$ cat src/iwo_pkg.sv
`default_nettype none
// ----------------------------------------------------------------------------
// iwo_pkg: shared types and constants of the wavetable oscillator
// Field widths, register indexes, controller states and the command and
// status groups between controller and datapath.
// ----------------------------------------------------------------------------
package iwo_pkg;

  localparam int unsigned PHASE_W     = 32;
  localparam int unsigned VOLUME_W    = 17;
  localparam int unsigned WAVE_SEL_W  = 3;
  localparam int unsigned WAVE_NUM_W  = 3;
  localparam int unsigned ENTRY_IDX_W = 10;
  localparam int unsigned ENTRY_VAL_W = 16;
  localparam int unsigned SAMPLE_W    = 16;
  localparam int unsigned CFG_IDX_W   = 2;
  localparam int unsigned CFG_DATA_W  = 32;

  // Q16 gain: 1.0 and the 0.7 reset value
  localparam logic [VOLUME_W-1:0] VOLUME_ONE   = 17'd65536;
  localparam logic [VOLUME_W-1:0] VOLUME_RESET = 17'd45875;

  typedef enum logic {
    OP_GEN   = 1'b0,
    OP_WRITE = 1'b1
  } op_e;

  typedef enum logic [CFG_IDX_W-1:0] {
    CFG_PHASE_INC = 2'd0,
    CFG_VOLUME    = 2'd1,
    CFG_WAVE_SEL  = 2'd2
  } cfg_idx_e;

  typedef enum logic [2:0] {
    ST_IDLE  = 3'd0,
    ST_RD_B  = 3'd1,
    ST_PROD  = 3'd2,
    ST_SUM   = 3'd3,
    ST_SCALE = 3'd4,
    ST_OUT   = 3'd5
  } state_e;

  typedef struct packed {
    logic mem_we;    // write beat accepted
    logic rd_a;      // generate beat accepted, read left entry
    logic rd_b;      // read right entry, capture left
    logic prod;      // frac * (b - a)
    logic sum;       // a * 2^F + product
    logic scale;     // times volume
    logic out_load;  // round, saturate, load output, step phase
  } cmd_t;

  typedef struct packed {
    logic out_free;
  } status_t;

endpackage
`default_nettype wire

$ cat src/iwo_ctrl.sv
`default_nettype none
// ----------------------------------------------------------------------------
// iwo_ctrl: oscillator sequencer
// Accepts beats in idle, then steps a generate beat through the two memory
// reads, interpolation, volume scaling and output load.
// ----------------------------------------------------------------------------
module iwo_ctrl
  import iwo_pkg::*;
(
  input  wire     clk_i,
  input  wire     rst_ni,
  input  wire     in_valid_i,
  input  wire     in_op_i,
  output logic    in_ready_o,
  input  status_t status_i,
  output cmd_t    cmd_o
);

  state_e state_q, state_d;
  logic   accept;

  assign accept = in_valid_i && (state_q == ST_IDLE);

  always_ff @(posedge clk_i or negedge rst_ni) begin
    if (!rst_ni) begin
      state_q <= ST_IDLE;
    end else begin
      state_q <= state_d;
    end
  end

  always_comb begin
    state_d = state_q;
    unique case (state_q)
      ST_IDLE: begin
        if (accept && (in_op_i == OP_GEN)) state_d = ST_RD_B;
      end
      ST_RD_B:  state_d = ST_PROD;
      ST_PROD:  state_d = ST_SUM;
      ST_SUM:   state_d = ST_SCALE;
      ST_SCALE: state_d = ST_OUT;
      ST_OUT: begin
        if (status_i.out_free) state_d = ST_IDLE;
      end
      default:  state_d = ST_IDLE;
    endcase
  end

  always_comb begin
    cmd_o      = '0;
    in_ready_o = 1'b0;
    unique case (state_q)
      ST_IDLE: begin
        in_ready_o    = 1'b1;
        cmd_o.mem_we  = accept && (in_op_i == OP_WRITE);
        cmd_o.rd_a    = accept && (in_op_i == OP_GEN);
      end
      ST_RD_B:  cmd_o.rd_b  = 1'b1;
      ST_PROD:  cmd_o.prod  = 1'b1;
      ST_SUM:   cmd_o.sum   = 1'b1;
      ST_SCALE: cmd_o.scale = 1'b1;
      ST_OUT:   cmd_o.out_load = status_i.out_free;
      default: begin
        cmd_o      = '0;
        in_ready_o = 1'b0;
      end
    endcase
  end

endmodule
`default_nettype wire

$ cat config.mk
export PLATFORM = sky130hd
export DESIGN_NAME = iwo_ctrl
export DESIGN_NICKNAME = d
export VERILOG_FILES = /design/src/iwo_pkg.sv /design/src/iwo_ctrl.sv
export SDC_FILE = /design/constraint.sdc
export NUM_CORES = 1
export LEC_CHECK = 0
export ABC_AREA = 1
export BUFFER_PORTS_ARGS = -buffer_cell sky130_fd_sc_hd__clkbuf_2
export CORE_AREA = 2 2 39 41
export DETAILED_ROUTE_END_ITERATION = 10
export DIE_AREA = 0 0 41 43
export GPL_ROUTABILITY_DRIVEN = 0
export SLEW_MARGIN = 20
export SYNTH_ARGS = -nofsm -noshare
export SYNTH_HDL_FRONTEND = slang
export SYNTH_SLANG_ARGS = --single-unit
$ cat constraint.sdc
create_clock -name clk_i -period 2.02 [get_ports clk_i]
set_input_delay 0.101 -clock clk_i [delete_from_list [all_inputs] [get_ports clk_i]]
set_output_delay 0.101 -clock clk_i [all_outputs]
set_load 0.02 [all_outputs]
# [After elaboration in Yosys (flattened, before gate mapping)]
# Index checks and enable logic that the tools add are counted.
[totals] inputBits=5 register_bits=3 word_cells=24 out_inout_bits=8
[classes] bitwise_logic=1 reduce_logical=5 muxes=10 eq_ne=7
[op_table] op="case mux 3 bit (6 select lines)" count=1
[op_table] op="== test 3 x 2 -> 1 bit, second input constant" count=2
[op_table] op="== test 3 bit, second input constant" count=2
[op_table] op="two-way mux 1 bit" count=6
[op_table] op="two-way mux 3 bit" count=2
[op_table] op="== test 3 x 1 -> 1 bit, second input constant" count=1
[op_table] op="logical AND 1 bit" count=3
[op_table] op="zero test 3 bit" count=1
[op_table] op="two-way mux 2 bit" count=1
[op_table] op="inequality test 2 x 1 -> 1 bit, second input constant" count=1
[op_table] op="inequality test 2 bit, second input constant" count=1
[op_table] op="AND reduction 2 bit" count=1
[op_table] op="NOT 1 bit" count=1

# [Longest topological paths before layout]
[logic_depth] depth_word=5 ltp_mapped=5 ltp_nobuf=5

# [Worst setup path before layout]
# No wires, ideal clock.
[synth_path] path_type="register -> output" from="register state_q[0]" to="output port cmd_o[5] (netlist bit)" path_buffers=0 t_required_ps=1919 path_slack_ps=834 path_stages_with_launch=6 t_arrival_ps=1085 path_cell_list="dfrtp_1 -> nor2_1 -> nand2_1 -> inv_2 -> nand2_1 -> nor2_1"
[synth_lines] item="start, declared" line_no="iwo_ctrl.sv:19" rtl="state_e state_q, state_d;"
[synth_lines] item="start signal, assigned" line_no="iwo_ctrl.sv:28" rtl="state_q <= state_d;"
[synth_lines] item="end, declared" line_no="iwo_ctrl.sv:16" rtl="output cmd_t cmd_o"

==> flow_summary.json <==
{
  "power.share.sequential": 0.254,
  "syn_avg_cell_area_sq_um": 6.860,
  "cts_buffer_depth": 2,
  "syn-cell-area_sq_um": 198.9,
  "relSlewSlack": 0.8622,
  "grt_pass1_wl_microns": 703,
  "grt.total_usage": 0.06734,
  "slowest_delay_ns": 0.41,
  "drt_wl_total_microns": 479,
  "dr.first_iter.drc_count": 0,
  "reg2regPathDepth": 4,
  "critPathCaptureType": "output port",
  "h-tree-depth": 1,
  "hpwlAfterDp_microns": 399.2,
  "antenna_found_initial": 0,
  "std_cell_rows": 14,
  "whs_endpoint": "state_q[2]",
  "synth.net_count": 34,
  "die_width_microns": 41,
  "arrival_ns": 1.25,
  "ys_seq_area_frac": 0.3774,
  "finalSetupTns_ns": 0,
  "intPower_uw": 251.5,
  "insertion_delay_ns": 0.23,
  "ys_seq_elements": 3,
  "grt-ovfl-total": 0,
  "place_ws_ns": 0.9051,
  "yosysUniqueCellTypes": 12,
  "drv_slew": 0,
  "setup_ws_ns": 0.6693,
  "coreArea_sq_mm": 0.001384,
  "largest_register_ffs": 3,
  "period_share": 0.6687,
  "finalCriticalPeriod_ns": 1.351,
  "critPathLaunchType": "register",
  "areaGrowthSynthToFinish_pct": 58.49,
  "setup_viol": 0,
  "grt_max_degree": 7,
  "worstPathRequired_ns": 1.92,
  "syn_inst": 29,
  "cts_root_buffer": "clkbuf_4",
  "drive_above_1_share": 0.3913,
  "cp_cell_sequence": "nor2_1 -> nand2_1 -> inv_2 -> nand2_1 -> nor2_1 -> clkbuf_2",
  "final_nets": 52,
  "whs_path_depth": 2,
  "drc": 0,
  "die_area_sq_mm": 0.001763,
  "power_density_mw_per_mm2": 1541,
  "combPwrFrac": 0.529,
  "reg.largest.list": "state_q (3)",
  "critPathKind": "register to output port",
  "final_hold_viol_count": 0,
  "clkSinkCount": 3,
  "yosys_warnings": 0,
  "drt_first_pass_iters": 1,
  "viasPerCell": 3.516,
  "n_antenna_cell": 0,
  "rrSetupSlack_ns": 1.03,
  "total_power_uw": 485.9,
  "cts-resized-gates": 0,
  "largest-register": "state_q",
  "hp-class": "input pin to register",
  "cp_slowest_cell": "dfrtp_1",
  "numCtsBuffers": 3,
  "ir_drop_mv": 0.2954,
  "r2r_start": "state_q[0]",
  "outcome": "complete, no violations",
  "io_buffers": 12,
  "ant_nets": 0,
  "finalClockSkew_ns": 0.001512,
  "pin_count": 13,
  "fmax_ghz": 0.7403,
  "rr_endpoint": "state_q[0]",
  "hp-start": "status_i",
  "rsz0062_at_grt": "false",
  "initial_core_util": 0.1438,
  "vias": 218,
  "die_y_microns": 43,
  "clkPwrFrac": 0.217,
  "path_clk_slew_ns": 0.04,
  "switchingPower_uw": 234.3,
  "sw_frac_of_total": 0.4823,
  "wl_per_cell_microns": 7.726,
  "cts_tree": "built",
  "critPathMaxFanout": 5,
  "max-cap-violations": 0,
  "p_leak_nw": 0.1851,
  "worst_pin_slew_ns": 0.2067,
  "grt_pass1_vias": 201
}
==> how the worst max path moves through the flow <==
| stage | start | endpoint | slack [ns] |
|---|---|---|---|
| after global routing | state_q[0] | cmd_o[5] | 0.56 |
| final | state_q[0] | cmd_o[6] | 0.67 |
| after global placement | state_q[0] | cmd_o[5] | 0.92 |
| after CTS | state_q[0] | cmd_o[5] | 0.66 |
| after floorplan | state_q[0] | cmd_o[5] | 0.83 |
| after detailed placement | state_q[0] | cmd_o[5] | 0.91 |
==> layout make-up <==
| type | count | area (sq um) |
|---|---|---|
| fillers | 154 | 1069 |
| flip-flops and latches | 3 | 75.07 |
| clock buffers | 4 | 26.28 |
| inverters | 8 | 30.03 |
| well taps | 16 | 20.02 |
| multi-input cells | 18 | 93.84 |
| repair buffers | 13 | 70.07 |
==> worst max-delay path: cells and delay by family, from the launching register on <==
| family | cells | cell delay, ns |
|---|---|---|
| DFF | 1 | 0.41 |
| and+or+nand+nor | 4 | 0.37 |
| buffers and inverters | 2 | 0.23 |
==> per-stage QoR <==
stage	util	cells	cell area (sq um)	hold WS (ns)
floorplan	-	29	198.9	-0.1946
global placement	0.2016	57	279.0	-0.1020
detailed placement	0.2016	57	279.0	-0.09920
CTS	0.2278	62	315.3	0.1334
global route	0.2278	62	315.3	0.1534
finish	0.2278	62	315.3	0.1322
==> metal layers <==
metal  up-vias  track usage  wire [microns]
met5         -            0               0
met4         0      0.08000               0
li1        121            -               -
met1        92      0.05806             174
met3         0      0.03141              39
met2         5      0.09688             266
==> power groups by stage <==
stage | combinational (mW) | clock, mW | sequential (mW)
floorplan | 0.184 | 0 | 0.119
global placement | 0.255 | 0 | 0.124
global route | 0.286 | 0.119 | 0.129
finish | 0.257 | 0.106 | 0.123
detailed placement | 0.259 | 0 | 0.125
CTS | 0.263 | 0.110 | 0.124
==> layout by cell type (no fill, tap or decap) <==
cell and count:
clkbuf_2 12, o211ai_1 1, inv_2 1, nor3_2 2
a21oi_1 1, o21ai_0 1, clkbuf_4 3, o21bai_1 1
dfrtp_1 3, nand3_1 1, inv_1 7, nand2_1 4
nor2_1 6, or2_1 1, dlygate4sd3_1 1, clkbuf_1 1
==> kinds of logic after synthesis <==
| family | synth area share |
|---|---|
| and+or+nand+nor | 0.3459 |
| buffers and inverters | 0.1509 |
| AOI/OAI and AO/OA | 0.1258 |
| DFF | 0.3773 |
==> cell usage after synthesis, drive strengths merged <==
cell type / n / area share
o21bai: 1 / 0.038
inv: 8 / 0.15
or2: 1 / 0.031
o211ai: 1 / 0.038
nand2: 4 / 0.075
nor3: 2 / 0.10
nor2: 6 / 0.11
a21oi: 1 / 0.025
dfrtp: 3 / 0.38
o21ai: 1 / 0.025
nand3: 1 / 0.025
==> timing repair <==
| action | CTS | global route |
|---|---|---|
| endpoints found under the hold margin | 3 | 0 |
| setup buffers | 0 | 0 |
| hold buffers | 1 | 0 |
Note: power is estimated with default switching activity, not from simulation.
